==> src/rtl/sdlc_pkg.sv <==
// ----------------------------------------------------------------------------
// sdlc_pkg
// Shared types and constants of the SDLC transmit framer.
// ----------------------------------------------------------------------------
`default_nettype none

package sdlc_pkg;

	localparam int DATA_W   = 8;
	localparam int CRC_BITS = 16;
	localparam int CNT_W    = 4;
	localparam int RUN_W    = 3;

	typedef logic [DATA_W-1:0]   data_t;
	typedef logic [CRC_BITS-1:0] crc_t;
	typedef logic [CNT_W-1:0]    cnt_t;
	typedef logic [RUN_W-1:0]    run_t;

	localparam crc_t  CRC_INIT  = 16'hFFFF;
	localparam crc_t  CRC_TAPS  = crc_t'((1 << 5) + (1 << 12));
	localparam run_t  STUFF_RUN = 3'd5;
	localparam data_t FLAG_BITS = 8'b0111_1110;

endpackage

`default_nettype wire

==> src/rtl/sdlc_byte_if.sv <==
// ----------------------------------------------------------------------------
// sdlc_byte_if
// Payload byte channel: valid/ready handshake carrying one frame byte.
// ----------------------------------------------------------------------------
`default_nettype none

interface sdlc_byte_if;

	logic           valid;
	logic           ready;
	sdlc_pkg::data_t data_byte;
	logic           frame_last;

	modport source (output valid, output data_byte, output frame_last, input ready);
	modport sink (input valid, input data_byte, input frame_last, output ready);

endinterface

`default_nettype wire

==> src/rtl/sdlc_bit_if.sv <==
// ----------------------------------------------------------------------------
// sdlc_bit_if
// Line bit channel: valid/ready handshake carrying one serial line bit.
// ----------------------------------------------------------------------------
`default_nettype none

interface sdlc_bit_if;

	logic valid;
	logic ready;
	logic tx_bit;
	logic run_last;
	logic frame_end;

	modport source (output valid, output tx_bit, output run_last, output frame_end,
		input ready);
	modport sink (input valid, input tx_bit, input run_last, input frame_end,
		output ready);

endinterface

`default_nettype wire

==> src/rtl/sdlc_transmit_framer_core.sv <==
// ----------------------------------------------------------------------------
// sdlc_transmit_framer_core
// Bit-serial SDLC transmit framer: opening flag, LSB-first data with CRC-16,
// inverted CRC, closing flag, zero insertion after five ones.
// ----------------------------------------------------------------------------
// Throughput: one line bit per cycle while bit_out.ready is high, with a gap
// at each byte accept; a mid-frame byte sends 8 to 10 line bits, plus 8 for
// the opening flag; a final byte adds 16 to 20 CRC/stuffed bits, 8 flag bits.
// A new byte is taken only once the previous one is fully shifted.
// After accept the sequencer leaves idle, then registers the first line bit.
// Reset at once idles the sequencer, presets the CRC, clears run and output.
// ----------------------------------------------------------------------------
`default_nettype none

module sdlc_transmit_framer_core (
	input  wire        clk,
	input  wire        arst_n,
	sdlc_byte_if.sink  byte_in,
	sdlc_bit_if.source bit_out
);

	import sdlc_pkg::*;

	localparam logic [2:0] ST_IDLE  = 3'd0;
	localparam logic [2:0] ST_OFLAG = 3'd1;
	localparam logic [2:0] ST_DATA  = 3'd2;
	localparam logic [2:0] ST_CRC   = 3'd3;
	localparam logic [2:0] ST_CFLAG = 3'd4;
	localparam logic [2:0] ST_TAIL  = 3'd5;

	logic [2:0] state_q;
	cnt_t       cnt_q;
	data_t      data_q;
	logic       last_q;
	crc_t       crc_q;
	run_t       ones_q;
	logic       in_frame_q;

	logic       out_valid_q;
	logic       out_bit_q;
	logic       out_run_last_q;
	logic       out_frame_end_q;

	logic       accept;
	logic       advance;
	logic       stuff;
	logic       flag_bit;
	logic       fb;
	run_t       ones_next;

	assign byte_in.ready = (state_q == ST_IDLE);
	assign accept        = byte_in.valid && byte_in.ready;
	assign advance       = (state_q != ST_IDLE) && (!out_valid_q || bit_out.ready);
	assign stuff         = (ones_q == STUFF_RUN) &&
		((state_q == ST_DATA) || (state_q == ST_CRC) ||
		 (state_q == ST_CFLAG) || (state_q == ST_TAIL));
	assign flag_bit      = FLAG_BITS[cnt_q[2:0]];
	assign fb            = data_q[0] ^ crc_q[CRC_BITS-1];

	always_comb begin
		ones_next = '0;
		if (state_q == ST_DATA && data_q[0]) begin
			ones_next = ones_q + run_t'(1);
		end else if (state_q == ST_CRC && !crc_q[CRC_BITS-1]) begin
			ones_next = ones_q + run_t'(1);
		end
	end

	always_ff @(posedge clk or negedge arst_n) begin
		if (!arst_n) begin
			state_q         <= ST_IDLE;
			cnt_q           <= '0;
			crc_q           <= CRC_INIT;
			ones_q          <= '0;
			in_frame_q      <= 1'b0;
			last_q          <= 1'b0;
			out_valid_q     <= 1'b0;
			out_bit_q       <= 1'b0;
			out_run_last_q  <= 1'b0;
			out_frame_end_q <= 1'b0;
		end else begin
			if (accept) begin
				last_q <= byte_in.frame_last;
				cnt_q  <= '0;
				if (!in_frame_q) begin
					crc_q      <= CRC_INIT;
					ones_q     <= '0;
					in_frame_q <= 1'b1;
					state_q    <= ST_OFLAG;
				end else begin
					state_q <= ST_DATA;
				end
			end

			if (advance) begin
				out_valid_q     <= 1'b1;
				out_run_last_q  <= 1'b0;
				out_frame_end_q <= 1'b0;
				if (stuff) begin
					out_bit_q <= 1'b0;
					ones_q    <= '0;
					if (state_q == ST_TAIL) begin
						out_run_last_q <= 1'b1;
						state_q        <= ST_IDLE;
					end
				end else begin
					case (state_q)
						ST_OFLAG: begin
							out_bit_q <= flag_bit;
							cnt_q     <= cnt_q + cnt_t'(1);
							if (cnt_q == cnt_t'(DATA_W-1)) begin
								cnt_q   <= '0;
								state_q <= ST_DATA;
							end
						end
						ST_DATA: begin
							out_bit_q <= data_q[0];
							ones_q    <= ones_next;
							crc_q     <= {crc_q[CRC_BITS-2:0], fb} ^ (fb ? CRC_TAPS : '0);
							cnt_q     <= cnt_q + cnt_t'(1);
							if (cnt_q == cnt_t'(DATA_W-1)) begin
								cnt_q <= '0;
								if (last_q) begin
									state_q <= ST_CRC;
								end else if (ones_next == STUFF_RUN) begin
									state_q <= ST_TAIL;
								end else begin
									out_run_last_q <= 1'b1;
									state_q        <= ST_IDLE;
								end
							end
						end
						ST_CRC: begin
							out_bit_q <= ~crc_q[CRC_BITS-1];
							ones_q    <= ones_next;
							crc_q     <= {crc_q[CRC_BITS-2:0], 1'b0};
							cnt_q     <= cnt_q + cnt_t'(1);
							if (cnt_q == cnt_t'(CRC_BITS-1)) begin
								cnt_q   <= '0;
								state_q <= ST_CFLAG;
							end
						end
						ST_CFLAG: begin
							out_bit_q <= flag_bit;
							cnt_q     <= cnt_q + cnt_t'(1);
							if (cnt_q == cnt_t'(DATA_W-1)) begin
								cnt_q           <= '0;
								out_run_last_q  <= 1'b1;
								out_frame_end_q <= 1'b1;
								crc_q           <= CRC_INIT;
								ones_q          <= '0;
								in_frame_q      <= 1'b0;
								state_q         <= ST_IDLE;
							end
						end
						default: begin
							out_bit_q <= 1'b0;
							state_q   <= ST_IDLE;
						end
					endcase
				end
			end else if (bit_out.ready) begin
				out_valid_q <= 1'b0;
			end
		end
	end

	always_ff @(posedge clk) begin
		if (accept) begin
			data_q <= byte_in.data_byte;
		end else if (advance && !stuff && state_q == ST_DATA) begin
			data_q <= {1'b0, data_q[DATA_W-1:1]};
		end
	end

	assign bit_out.valid     = out_valid_q;
	assign bit_out.tx_bit    = out_bit_q;
	assign bit_out.run_last  = out_run_last_q;
	assign bit_out.frame_end = out_frame_end_q;

	a_run_bound: assert property (@(posedge clk) disable iff (!arst_n)
		ones_q <= STUFF_RUN)
		else $error("run of ones beyond stuffing limit");

	a_idle_no_stuff: assert property (@(posedge clk) disable iff (!arst_n)
		state_q == ST_IDLE |-> ones_q != STUFF_RUN)
		else $error("stuffed zero left pending at end of transaction");

	a_end_is_last: assert property (@(posedge clk) disable iff (!arst_n)
		out_valid_q && out_frame_end_q |-> out_run_last_q)
		else $error("closing flag end without transaction end");

	a_idle_outside_frame: assert property (@(posedge clk) disable iff (!arst_n)
		!in_frame_q |-> state_q == ST_IDLE)
		else $error("sequencer busy outside a frame");

	a_close_restores_crc: assert property (@(posedge clk) disable iff (!arst_n)
		$fell(in_frame_q) |-> crc_q == CRC_INIT && ones_q == '0)
		else $error("frame closed without restoring CRC and run");

endmodule

`default_nettype wire
==> src/flat_wrapper.sv <==
// flat-port wrapper written by rule: the top's interface ports become plain ports
module sdlc_transmit_framer_core_flat import sdlc_pkg::*;
  (clk, arst_n, byte_in_valid, byte_in_data_byte, byte_in_frame_last, byte_in_ready, bit_out_valid, bit_out_tx_bit, bit_out_run_last, bit_out_frame_end, bit_out_ready);
  sdlc_byte_if byte_in_i ();
  sdlc_bit_if bit_out_i ();
  input  wire clk;
  input  wire arst_n;
  input wire logic [$bits(byte_in_i.valid)-1:0] byte_in_valid;
  input wire logic [$bits(byte_in_i.data_byte)-1:0] byte_in_data_byte;
  input wire logic [$bits(byte_in_i.frame_last)-1:0] byte_in_frame_last;
  output wire logic [$bits(byte_in_i.ready)-1:0] byte_in_ready;
  output wire logic [$bits(bit_out_i.valid)-1:0] bit_out_valid;
  output wire logic [$bits(bit_out_i.tx_bit)-1:0] bit_out_tx_bit;
  output wire logic [$bits(bit_out_i.run_last)-1:0] bit_out_run_last;
  output wire logic [$bits(bit_out_i.frame_end)-1:0] bit_out_frame_end;
  input wire logic [$bits(bit_out_i.ready)-1:0] bit_out_ready;
  assign byte_in_i.valid = byte_in_valid;
  assign byte_in_i.data_byte = byte_in_data_byte;
  assign byte_in_i.frame_last = byte_in_frame_last;
  assign byte_in_ready = byte_in_i.ready;
  assign bit_out_valid = bit_out_i.valid;
  assign bit_out_tx_bit = bit_out_i.tx_bit;
  assign bit_out_run_last = bit_out_i.run_last;
  assign bit_out_frame_end = bit_out_i.frame_end;
  assign bit_out_i.ready = bit_out_ready;
  sdlc_transmit_framer_core u_core (.clk(clk), .arst_n(arst_n), .byte_in(byte_in_i), .bit_out(bit_out_i));
endmodule
==> config.mk <==
export PLATFORM = sky130hd
export DESIGN_NAME = sdlc_transmit_framer_core_flat
export DESIGN_NICKNAME = d
export VERILOG_FILES = /design/src/rtl/sdlc_pkg.sv /design/src/rtl/sdlc_byte_if.sv /design/src/rtl/sdlc_bit_if.sv /design/src/rtl/sdlc_transmit_framer_core.sv /design/src/flat_wrapper.sv
export SDC_FILE = /design/constraint.sdc
export NUM_CORES = 1
export LEC_CHECK = 0
export ABC_AREA = 1
export BUFFER_PORTS_ARGS = -buffer_cell sky130_fd_sc_hd__buf_2
export CAP_MARGIN = 20
export CORE_AREA = 2 2 104 66
export DETAILED_ROUTE_END_ITERATION = 12
export DIE_AREA = 0 0 106 68
export HOLD_SLACK_MARGIN = 0.02
export PLACE_DENSITY = 0.6
export SLEW_MARGIN = 40
export SYNTH_ARGS = -nofsm -noshare
export SYNTH_HDL_FRONTEND = slang
export SYNTH_SLANG_ARGS = --single-unit
export TNS_END_PERCENT = 20
==> constraint.sdc <==
create_clock -name clk -period 4.9 [get_ports clk]
set_clock_uncertainty 0.15 [all_clocks]
set_input_delay 0.98 -clock clk [delete_from_list [all_inputs] [get_ports clk]]
set_output_delay 0.98 -clock clk [all_outputs]
set_load 0.005 [all_outputs]
==> summary.md, run 1 <==
| Metric | Value |
|---|---|
| Diode count | 0 |
| Reg2reg end | u_core.data_q[7] |
| Outcome | complete, no violations |
| Worst Min Path Start | u_core.bit_out.run_last |
| HP Class | reg2reg |
| Main area contributors after synthesis | dfstp_2 (18%), dfrtp_1 (17%), nand2_1 (16%) |
| Register-to-register setup slack | 2.44 ns |
| Drt drc | 0 |
| Cts repair resizes | 0 |
| Fin crit period | 2.57 ns |
| Tcrit/Tclk final | 52.5% |
| Total GRT Usage | 16.1% |
| Most used DFF post-synth | dfstp_2 |
| Worst Setup End Kind | flip-flop |
| Clk sinks | 40 |
| Initial core utilization | 37.1% |
| PD cells | 574 nW/um2 |
| Initial DRT Pass Iterations | 4 |
| Total congestion overflow | 0 |
| Sw frac | 42.9% |
| Core area | 6360 um2 |
| Total CTS buffers | 5 |
| Wire per inst | 12.9 um |
| EDFF count, synth | 8 |
| Row count | 23 |
| Nets | 329 |
| Post-Syn Area | 2360 um2 |
| Leakage Power | 1.35 nW |
| Endpoints failing hold | 0 |
| Yosys warns | 0 |
| Largest net degree at the start of global routing | 33 |
| Seq/Total Area, Yosys | 44.9% |
| Clk Latency, worst-skew pair | 0.30 ns |
| Worst path required time | 4.67 ns |
| Die width | 106 um |
| Die Ht | 68 um |
| Most numerous cell in the Yosys netlist | nand2_1 |
| Fillers | 651 |
| # H-tree levels | 2 |
| Max Fclk | 389 MHz |
| Peak VDD IR | 155 uV |
| Number of max-cap violations | 0 |
| Syn_area_per_cell | 7.95 um2 |
| Slew headroom | 50.3% |
| CP Class | in2reg |
| # port buffers | 17 |
| Vias/cell | 4.72 |
| Clock share of power | 14.7% |
| Min Hold Slack | 0.342 ns |
| Reg-to-reg critical path startpoint | u_core.state_q[1] |
| Total wire length | 5140 um |
| GP Congestion | 0.898 |
| Worst r2r path cells | 5 |
| Startpoint types | primary input |
| Cell taking the most area after synthesis | dfstp_2 |
| Int Pwr | 0.845 mW |
| Commonest cells post-synth | nand2_1 (98), inv_1 (43), o21ai_0 (26) |
| Syn Inst Count | 297 |
| Synth top area share | 17.8% |
| Layout overhead on the synthesized area | 9.16% |
| CTS Buffer Depth | 2 |
| FF+latch area | 1060 um2 |
| Die ar. | 7210 um2 |
| Total number of vias | 1883 |
| Hold_buf cts | 0 |
| RSZ-0062 raised after global routing | no |
| Net Switching | 0.636 mW |
| Flops & latches, synth | 40 |
| Final setup TNS | 0 ns |
| Final setup viols | 0 |
| CTS tree | yes |
| Worst slew pin tran | 0.740 ns |
| Crit path DAT | 2.34 ns |
| Layout cell share with drive strength beyond 1 | 17.3% |
| Power Total | 1.48 mW |
| I/O Pins | 18 |
| Hold path cells | 2 |
| Clock Pin Slew Worst Setup and Hold Paths | 0.08 ns |
| Starting DRT DRC Count | 151 |
| Async set or reset register ratio after synthesis | 80.0% |
| Antenna Nets Post-Route | 0 |
| Crit-path max FO | 8 |
| Hold Crit Endpoint | u_core.bit_out.run_last |
| Area of the multi-input gates | 1070 um2 |
| Post-Syn Nets | 315 |
| Comb pwr share | 44.6% |
| Sequential share of power | 40.7% |
| Post-CTS Setup Inserts | 0 |
| Final HPWL DP | 3590 um |
| Vias in the first global route | 1880 |
| Fin. max-slew vios | 0 |
| First-pass GRT wire length | 9070 um |
| Distinct cells, synth | 30 |
| Initial antenna violation count | 0 |
| Clk root buf | clkbuf_8 |
worst max-delay path by stage:
stage,startpoint,end,cells past startpoint
floorplan,bit_out_ready,u_core.data_q[0],6
global route,bit_out_ready,u_core.data_q[6],7
detailed placement,bit_out_ready,u_core.data_q[5],7
finish,bit_out_ready,u_core.data_q[7],7
global placement,bit_out_ready,u_core.data_q[1],7
CTS,bit_out_ready,u_core.data_q[6],7
cell type report:
class	count	area share, %
clock buffer	7	2.96
clock inverter	1	0.194
inverter	44	6.40
multi-input combinational	203	41.7
sequential	40	41.1
tap	87	4.22
timing repair buffer	17	3.40
power by group through the flow:
stage	combinational [mW]	sequential [mW]	clock (mW)
2_1_floorplan	0.556	0.569	0
3_3_place_gp	0.643	0.605	0
3_5_place_dp	0.654	0.609	0
4_1_cts	0.658	0.603	0.225
5_1_grt	0.763	0.616	0.242
6_report	0.660	0.602	0.218
logic make-up after synthesis:
logic type      synth area share [%]
buf+inv                         9.59
fa+ha+maj                       2.65
flops                           44.9
compound gates                  13.2
simple gates                    28.1
mux                            0.424
xor+xnor                        1.11
registers in the layout, indices dropped and copies added (netlist names):
signal / count
u_core.data_q: 8
u_core.last_q: 1
u_core.bit_out.frame_end: 1
u_core.bit_out.run_last: 1
u_core.state_q: 3
u_core.in_frame_q: 1
u_core.ones_q: 3
u_core.cnt_q: 4
u_core.bit_out.tx_bit: 1
u_core.bit_out.valid: 1
u_core.crc_q: 16
routing by layer:
metal,share of wire [%],global-route usage [%],vias to the layer above
li1,-,-,973
met1,56,24.1,849
met2,37,22.9,56
met3,6.5,3.90,5
met4,1.0,4.44,0
met5,0,0,-
critical path, cell delays in order:
cell and delay (ns):
buf_2 0.08, nor2_1 0.03, inv_1 0.12, nand2_4 0.10
inv_1 0.21, nand2_1 0.19, o21ai_1 0.63
placed cells by master, fill, tap and decap left out, types with 3 or more instances in the layout:
cell type / n
nand2_1: 98
inv_1: 43
o21ai_0: 25
nand3_1: 21
buf_2: 16
dfrtp_1: 16
dfstp_2: 16
a22o_1: 13
nor2_1: 11
edfxtp_1: 8
ha_1: 5
clkbuf_8: 5
nand2_4: 4
a21oi_1: 4
nand2_2: 3
o21ai_1: 3
through the flow:
stage | area (um2) | worst slack (ns) | utilization (%) | cells
6_report | 2580 | 2.33 | 40.5 | 399
5_1_grt | 2580 | 2.26 | 40.5 | 399
4_1_cts | 2580 | 2.35 | 40.5 | 399
3_5_place_dp | 2490 | 2.05 | 39.2 | 391
3_3_place_gp | 2490 | 1.88 | 39.2 | 391
2_1_floorplan | 2360 | 2.27 | - | 297
Power figures use the tool's default switching activity.
==> inputs of run 2 (changes only) <==
==> constraint.sdc (replaced) <==
create_clock -name clk -period 2.4 [get_ports clk]
set_clock_uncertainty 0.15 [all_clocks]
set_input_delay 0.48 -clock clk [delete_from_list [all_inputs] [get_ports clk]]
set_output_delay 0.48 -clock clk [all_outputs]
set_load 0.005 [all_outputs]
==> run 2 against run 1 <==
First-iteration DRC count grew 4.0%. Sequential share of layout area shrank 1.3 points. Sequential power grew 100%. Combinational power grew 110%. Non-clock buffer count grew 8. Critical path type is now reg2reg.
==> summary.md, run 2 (synthesized netlist as in run 1, its figures left out) <==
| Metric | Value |
|---|---|
| Row count | 23 (unchanged) |
| Post-route design area | 2660 um2 (+3.2%) |
| Antenna Nets Post-Route | 0 (unchanged) |
| Fin cells | 407 (+2.0%) |
| Total wire length | 5270 um (+2.4%) |
| Outcome | complete, no violations |
| Slowest stage cell, crit path | dfrtp_1 |
| Crit-path max FO | 8 (unchanged) |
| # placed instances | 399 (+2.0%) |
| Leakage Power | 1.41 nW (+3.9%) |
| Drt drc | 0 (unchanged) |
| Worst slew pin tran | 0.721 ns (-0.0197 ns) |
| Slew headroom | 52.0% (+1.6 points) |
| Startpoint types | flip-flop |
| Core area | 6360 um2 (unchanged) |
| Starting DRT DRC Count | 157 (+4.0%) |
| Initial DRT Pass Iterations | 4 (unchanged) |
| CTS Buffer Depth | 2 (unchanged) |
| Final HPWL DP | 3800 um (+5.9%) |
| Fillers | 664 (+2.0%) |
| Final setup TNS | 0 ns (unchanged) |
| Largest net degree at the start of global routing | 33 (unchanged) |
| Die Ht | 68 um (unchanged) |
| RSZ-0062 raised after global routing | no |
| Placement Cell Area | 2550 um2 (+2.4%) |
| Post-layout util | 41.8% (+1.3 points) |
| Clk Latency, worst-skew pair | 0.30 ns (about the same) |
| Number of max-cap violations | 0 (unchanged) |
| # H-tree levels | 2 (unchanged) |
| Total CTS buffers | 5 (unchanged) |
| Peak VDD IR | 473 uV (+200%) |
| Largest register FFs | 16 (unchanged) |
| Reg2reg end | u_core.data_q[6] |
| HP Class | in2async |
| Clk sinks | 40 (unchanged) |
| Layout cell share with drive strength beyond 1 | 20.0% (+2.7 points) |
| Register-to-register setup slack | 0.34 ns (-2.10 ns) |
| Worst-path cell chain | nor2_8, nand2_1, nand2_4, inv_1, nand2_1, o21ai_0, buf_4 |
| Worst path max stage delay | 0.57 ns (-0.06 ns) |
| First-pass GRT wire length | 9180 um (+1.3%) |
| Post-CTS Setup Inserts | 0 (unchanged) |
| Initial antenna violation count | 0 (unchanged) |
| Tcrit/Tclk final | 85.6% |
| Total congestion overflow | 0 (unchanged) |
| Commonest non-fill, non-tap cell in the layout | nand2_1 |
| Crit path DAT | 1.91 ns (-0.43 ns) |
| CP startpoint | u_core.state_q[1] |
| Layout overhead on the synthesized area | 12.6% |
| Die ar. | 7210 um2 (unchanged) |
| Biggest register | u_core.crc_q |
| Total number of vias | 1909 (+1.4%) |
| Fin. max-slew vios | 0 (unchanged) |
| Worst r2r path cells | 7 (+2) |
| PD cells | 1190 nW/um2 (+110%) |
| Reg-to-reg critical path startpoint | u_core.state_q[1] |
| Worst path required time | 2.26 ns (-2.41 ns) |
| Clock Pin Slew Worst Setup and Hold Paths | 0.09 ns (about the same) |
| Diode count | 0 (unchanged) |
| Worst Setup End Kind | flip-flop |
| Setup crit end | u_core.data_q[6] |
| Cts repair resizes | 0 (unchanged) |
| Die width | 106 um (unchanged) |
| # port buffers | 17 (unchanged) |
| Most frequent cells in the layout | nand2_1 (98), inv_1 (43), o21ai_0 (26) |
| Nets | 337 (+2.4%) |
| CTS tree | yes |
| Initial core utilization | 37.1% (unchanged) |
| Endpoints failing hold | 0 (unchanged) |
| Fin crit period | 2.06 ns |
| Vias/cell | 4.69 (-0.61%) |
| CP most frequent cell | nand2_1 |
| Vias in the first global route | 1788 (-4.9%) |
| Wire per inst | 12.9 um (+0.42%) |
| Hold_buf cts | 0 (unchanged) |
| GP Congestion | 0.938 (+4.5%) |
| I/O Pins | 18 (unchanged) |
| Total GRT Usage | 16.5% (+0.41 points) |
| Max Fclk | 487 MHz |
| Final setup viols | 0 (unchanged) |
| CP Class | reg2reg |
| Top flop regs | u_core.crc_q: 16 flops, u_core.data_q: 8 flops, u_core.cnt_q: 4 flops |
| Clk root buf | clkbuf_8 |
-- run 2: where the power goes --
part	internal [mW]	total, mW	switching, mW
sequential	1.06	1.23	0.171
combinational	0.513	1.41	0.896
clock	0.267	0.520	0.253
-- run 2: worst min path at each step --
stage | to | slack (ns)
finish | u_core.bit_out.frame_end | 0.08
global route | u_core.bit_out.frame_end | 0.13
CTS | u_core.ones_q[2] | 0.11
detailed placement | u_core.bit_out.run_last | 0.32
global placement | u_core.bit_out.run_last | 0.33
floorplan | u_core.bit_out.frame_end | 0.03
-- run 2: metal layers --
layer / vias up / GRT usage (%) / routed length [um]
met4: 0 / 5.43 / 55
met3: 5 / 3.62 / 278
met5: - / 0 / 0
met1: 863 / 25.5 / 2970
met2: 47 / 22.4 / 1960
li1: 994 / - / -
-- run 2: critical path: cells and delay by family, from the launching register on --
family | cells | cell delay [ns]
and+or+nand+nor | 4 | 0.47
AOI/OAI and AO/OA | 1 | 0.18
buffers and inverters | 2 | 0.40
DFF | 1 | 0.57
-- run 2: final cells by class --
cell class,count,area (um2),share of cell area [%]
repair buffers,25,145,5.46
flip-flops and latches,40,1060,39.9
clock buffers,6,93.8,3.53
inverters,44,165,6.21
well taps,87,109,4.09
multi-input cells,203,1070,40.4
clock inverters,2,11.3,0.423
-- run 2: metrics by stage --
step           setup slack (ns)  total power, mW  hold slack, ns
2_1_floorplan             0.241             2.30          0.0344
3_3_place_gp              0.406             2.62           0.327
3_5_place_dp              0.378             2.64           0.322
4_1_cts                   0.354             3.17           0.113
5_1_grt                   0.238             3.46           0.127
6_report                  0.345             3.16          0.0791
==> inputs of run 3 (changes only) <==
--- a/config.mk
+++ b/config.mk
@@ -8,11 +8,11 @@
 export ABC_AREA = 1
 export BUFFER_PORTS_ARGS = -buffer_cell sky130_fd_sc_hd__buf_2
 export CAP_MARGIN = 20
-export CORE_AREA = 2 2 104 66
+export CORE_AREA = 2 2 90 57
 export DETAILED_ROUTE_END_ITERATION = 12
-export DIE_AREA = 0 0 106 68
+export DIE_AREA = 0 0 92 59
 export HOLD_SLACK_MARGIN = 0.02
-export PLACE_DENSITY = 0.6
+export PLACE_DENSITY = 0.75
 export SLEW_MARGIN = 40
 export SYNTH_ARGS = -nofsm -noshare
 export SYNTH_HDL_FRONTEND = slang
==> run 3 against run 2 <==
Design area down 1.2%. Non-clock buffer count down 1. Combinational power about the same. Via count grew 2.9%. Wire length fell by 0.76%. Final cell count is 6.1% lower. Sequential share of layout area up 0.47 points. Critical endpoint unchanged. Highest routed layer unchanged.
==> summary.md, run 3 (synthesized netlist as in run 1, its figures left out) <==
| Metric | Value |
|---|---|
| First-pass GRT wire length | 9040 um (-1.6%) |
| Tcrit/Tclk final | 86.7% (+1.1 points) |
| Wl on met1 | 2780 um (-6.5%) |
| Worst path required time | 2.26 ns (about the same) |
| Power Total | 3.20 mW (+1.3%) |
| Crit-path max FO | 8 (unchanged) |
| Diode count | 0 (unchanged) |
| Row count | 19 (-17%) |
| Peak VDD IR | 614 uV (+30%) |
| Cts repair resizes | 0 (unchanged) |
| Die Ht | 59 um (-13%) |
| Outcome | complete, no violations |
| Initial DRT Pass Iterations | 4 (unchanged) |
| Fin. max-slew vios | 0 (unchanged) |
| Fillers | 437 (-34%) |
| Min Hold Slack | 0.0819 ns (+0.00280 ns) |
| CP Class | reg2reg |
| Largest net degree at the start of global routing | 33 (unchanged) |
| Total wire length | 5230 um (-0.76%) |
| Final HPWL DP | 3730 um (-1.8%) |
| Setup crit end | u_core.data_q[6] |
| Total GRT Usage | 21.8% (+5.3 points) |
| Most frequent cells in the layout | nand2_1 (98), inv_1 (43), o21ai_0 (26) |
| RSZ-0062 raised after global routing | no |
| Worst slew pin tran | 0.716 ns (-0.00487 ns) |
| Vias/cell | 5.14 (+9.6%) |
| # port buffers | 17 (unchanged) |
| Post-layout util | 58.2% (+16 points) |
| Register-to-register setup slack | 0.32 ns (-0.03 ns) |
| Worst Setup End Kind | flip-flop |
| CTS Buffer Depth | 2 (unchanged) |
| Leakage Power | 1.40 nW (-0.55%) |
| Clock Pin Slew Worst Setup and Hold Paths | 0.08 ns (about the same) |
| Die width | 92 um (-13%) |
| # H-tree levels | 2 (unchanged) |
| Met2 Wirelength | 2030 um (+3.8%) |
| Total CTS buffers | 5 (unchanged) |
| Die ar. | 5430 um2 (-25%) |
| Initial antenna violation count | 0 (unchanged) |
| Met3 wire len | 359 um (+29%) |
| Clk sinks | 40 (unchanged) |
| Final WS setup | 0.318 ns (-0.0262 ns) |
| Core area | 4520 um2 (-29%) |
| CP startpoint | u_core.state_q[1] |
| Layout overhead on the synthesized area | 11.3% |
| Total number of vias | 1964 (+2.9%) |
| Number of max-cap violations | 0 (unchanged) |
| Reg2reg end | u_core.data_q[6] |
| GP Congestion | 0.904 (-3.7%) |
| Max Fclk | 480 MHz (-1.3%) |
| I/O Pins | 18 (unchanged) |
| Drt drc | 0 (unchanged) |
| Fin crit period | 2.08 ns (+0.0262 ns) |
| Final setup TNS | 0 ns (unchanged) |
| Worst r2r path cells | 7 (unchanged) |
| Largest register FFs | 16 (unchanged) |
| Clk Latency, worst-skew pair | 0.29 ns (about the same) |
| Clk root buf | clkbuf_8 |
| Total congestion overflow | 0 (unchanged) |
| HP Class | in2async |
| Final setup viols | 0 (unchanged) |
| Max Used Layer | met4 |
| Slew headroom | 52.3% (+0.32 points) |
| Layout cell share with drive strength beyond 1 | 19.7% (-0.25 points) |
| Hold_buf cts | 0 (unchanged) |
| Starting DRT DRC Count | 195 (+24%) |
| Endpoints failing hold | 0 (unchanged) |
| Biggest register | u_core.crc_q |
| Top flop regs | u_core.crc_q: 16 flops, u_core.data_q: 8 flops, u_core.cnt_q: 4 flops |
| Crit path DAT | 1.94 ns (+0.03 ns) |
| PD cells | 1220 nW/um2 (+2.5%) |
| Initial core utilization | 52.3% (+15 points) |
| Antenna Nets Post-Route | 0 (unchanged) |
| CTS tree | yes |
| Vias in the first global route | 1828 (+2.2%) |
| Wire per inst | 13.7 um (+5.7%) |
| Dpl ws | 0.359 ns (-0.0186 ns) |
| Nets | 336 (-0.30%) |
| Reg-to-reg critical path startpoint | u_core.state_q[1] |
| Startpoint types | flip-flop |
| Commonest non-fill, non-tap cell in the layout | nand2_1 |
| Post-CTS Setup Inserts | 0 (unchanged) |
==> run 3: cell types whose count changed in the layout (fill, tap and decap cells not counted), sizes merged <==
cell	delta
clkbuf	-1
inv	-1
buf	-1
clkinvlp	+1
bufinv	+1
==> run 3: critical path: stages (launching register included) <==
cell and delay, ns:
dfrtp_1 0.59, nor2_8 0.08, nand2_1 0.13, nand2_4 0.12, inv_1 0.21, nand2_1 0.14
o21ai_0 0.18, buf_4 0.20
==> run 3: cell type report <==
type	instances	area (um2)	share of cell area, %
Multi-Input combinational cell	203	1070	40.9
Sequential cell	40	1060	40.4
Inverter	44	165	6.28
Timing Repair Buffer	24	138	5.24
Tap cell	63	78.8	3.00
Clock buffer	5	68.8	2.62
Clock inverter	3	42.5	1.62
==> run 3: worst min-delay path by stage <==
stage | cells after the start | slack, ns | to
after global routing | 1 | 0.12 | u_core.cnt_q[0]
after detailed placement | 2 | 0.32 | u_core.bit_out.run_last
after global placement | 2 | 0.31 | u_core.bit_out.run_last
after floorplan | 0 | 0.03 | u_core.bit_out.frame_end
final | 1 | 0.08 | u_core.cnt_q[3]
after CTS | 1 | 0.11 | u_core.bit_out.frame_end
==> run 3: power breakdown <==
| part | leakage, nW | total, mW | internal (mW) | switching, mW |
|---|---|---|---|---|
| sequential | 0.452 | 1.23 | 1.06 | 0.175 |
| clock | 0.0541 | 0.550 | 0.308 | 0.242 |
| combinational | 0.894 | 1.42 | 0.512 | 0.903 |
| total | 1.40 | 3.20 | 1.88 | 1.32 |
==> run 3: per-stage QoR <==
stage	cells	instance area (um2)
2_1_floorplan	297	2360
3_3_place_gp	374	2520
3_5_place_dp	374	2520
4_1_cts	382	2630
5_1_grt	382	2630
6_report	382	2630
==> run 3: metal layers <==
| metal | GRT usage (%) | up-vias |
|---|---|---|
| met1 | 35.3 | 912 |
| met3 | 5.60 | 7 |
| li1 | - | 986 |
| met5 | 0 | - |
| met4 | 5.33 | 0 |
| met2 | 28.4 | 59 |
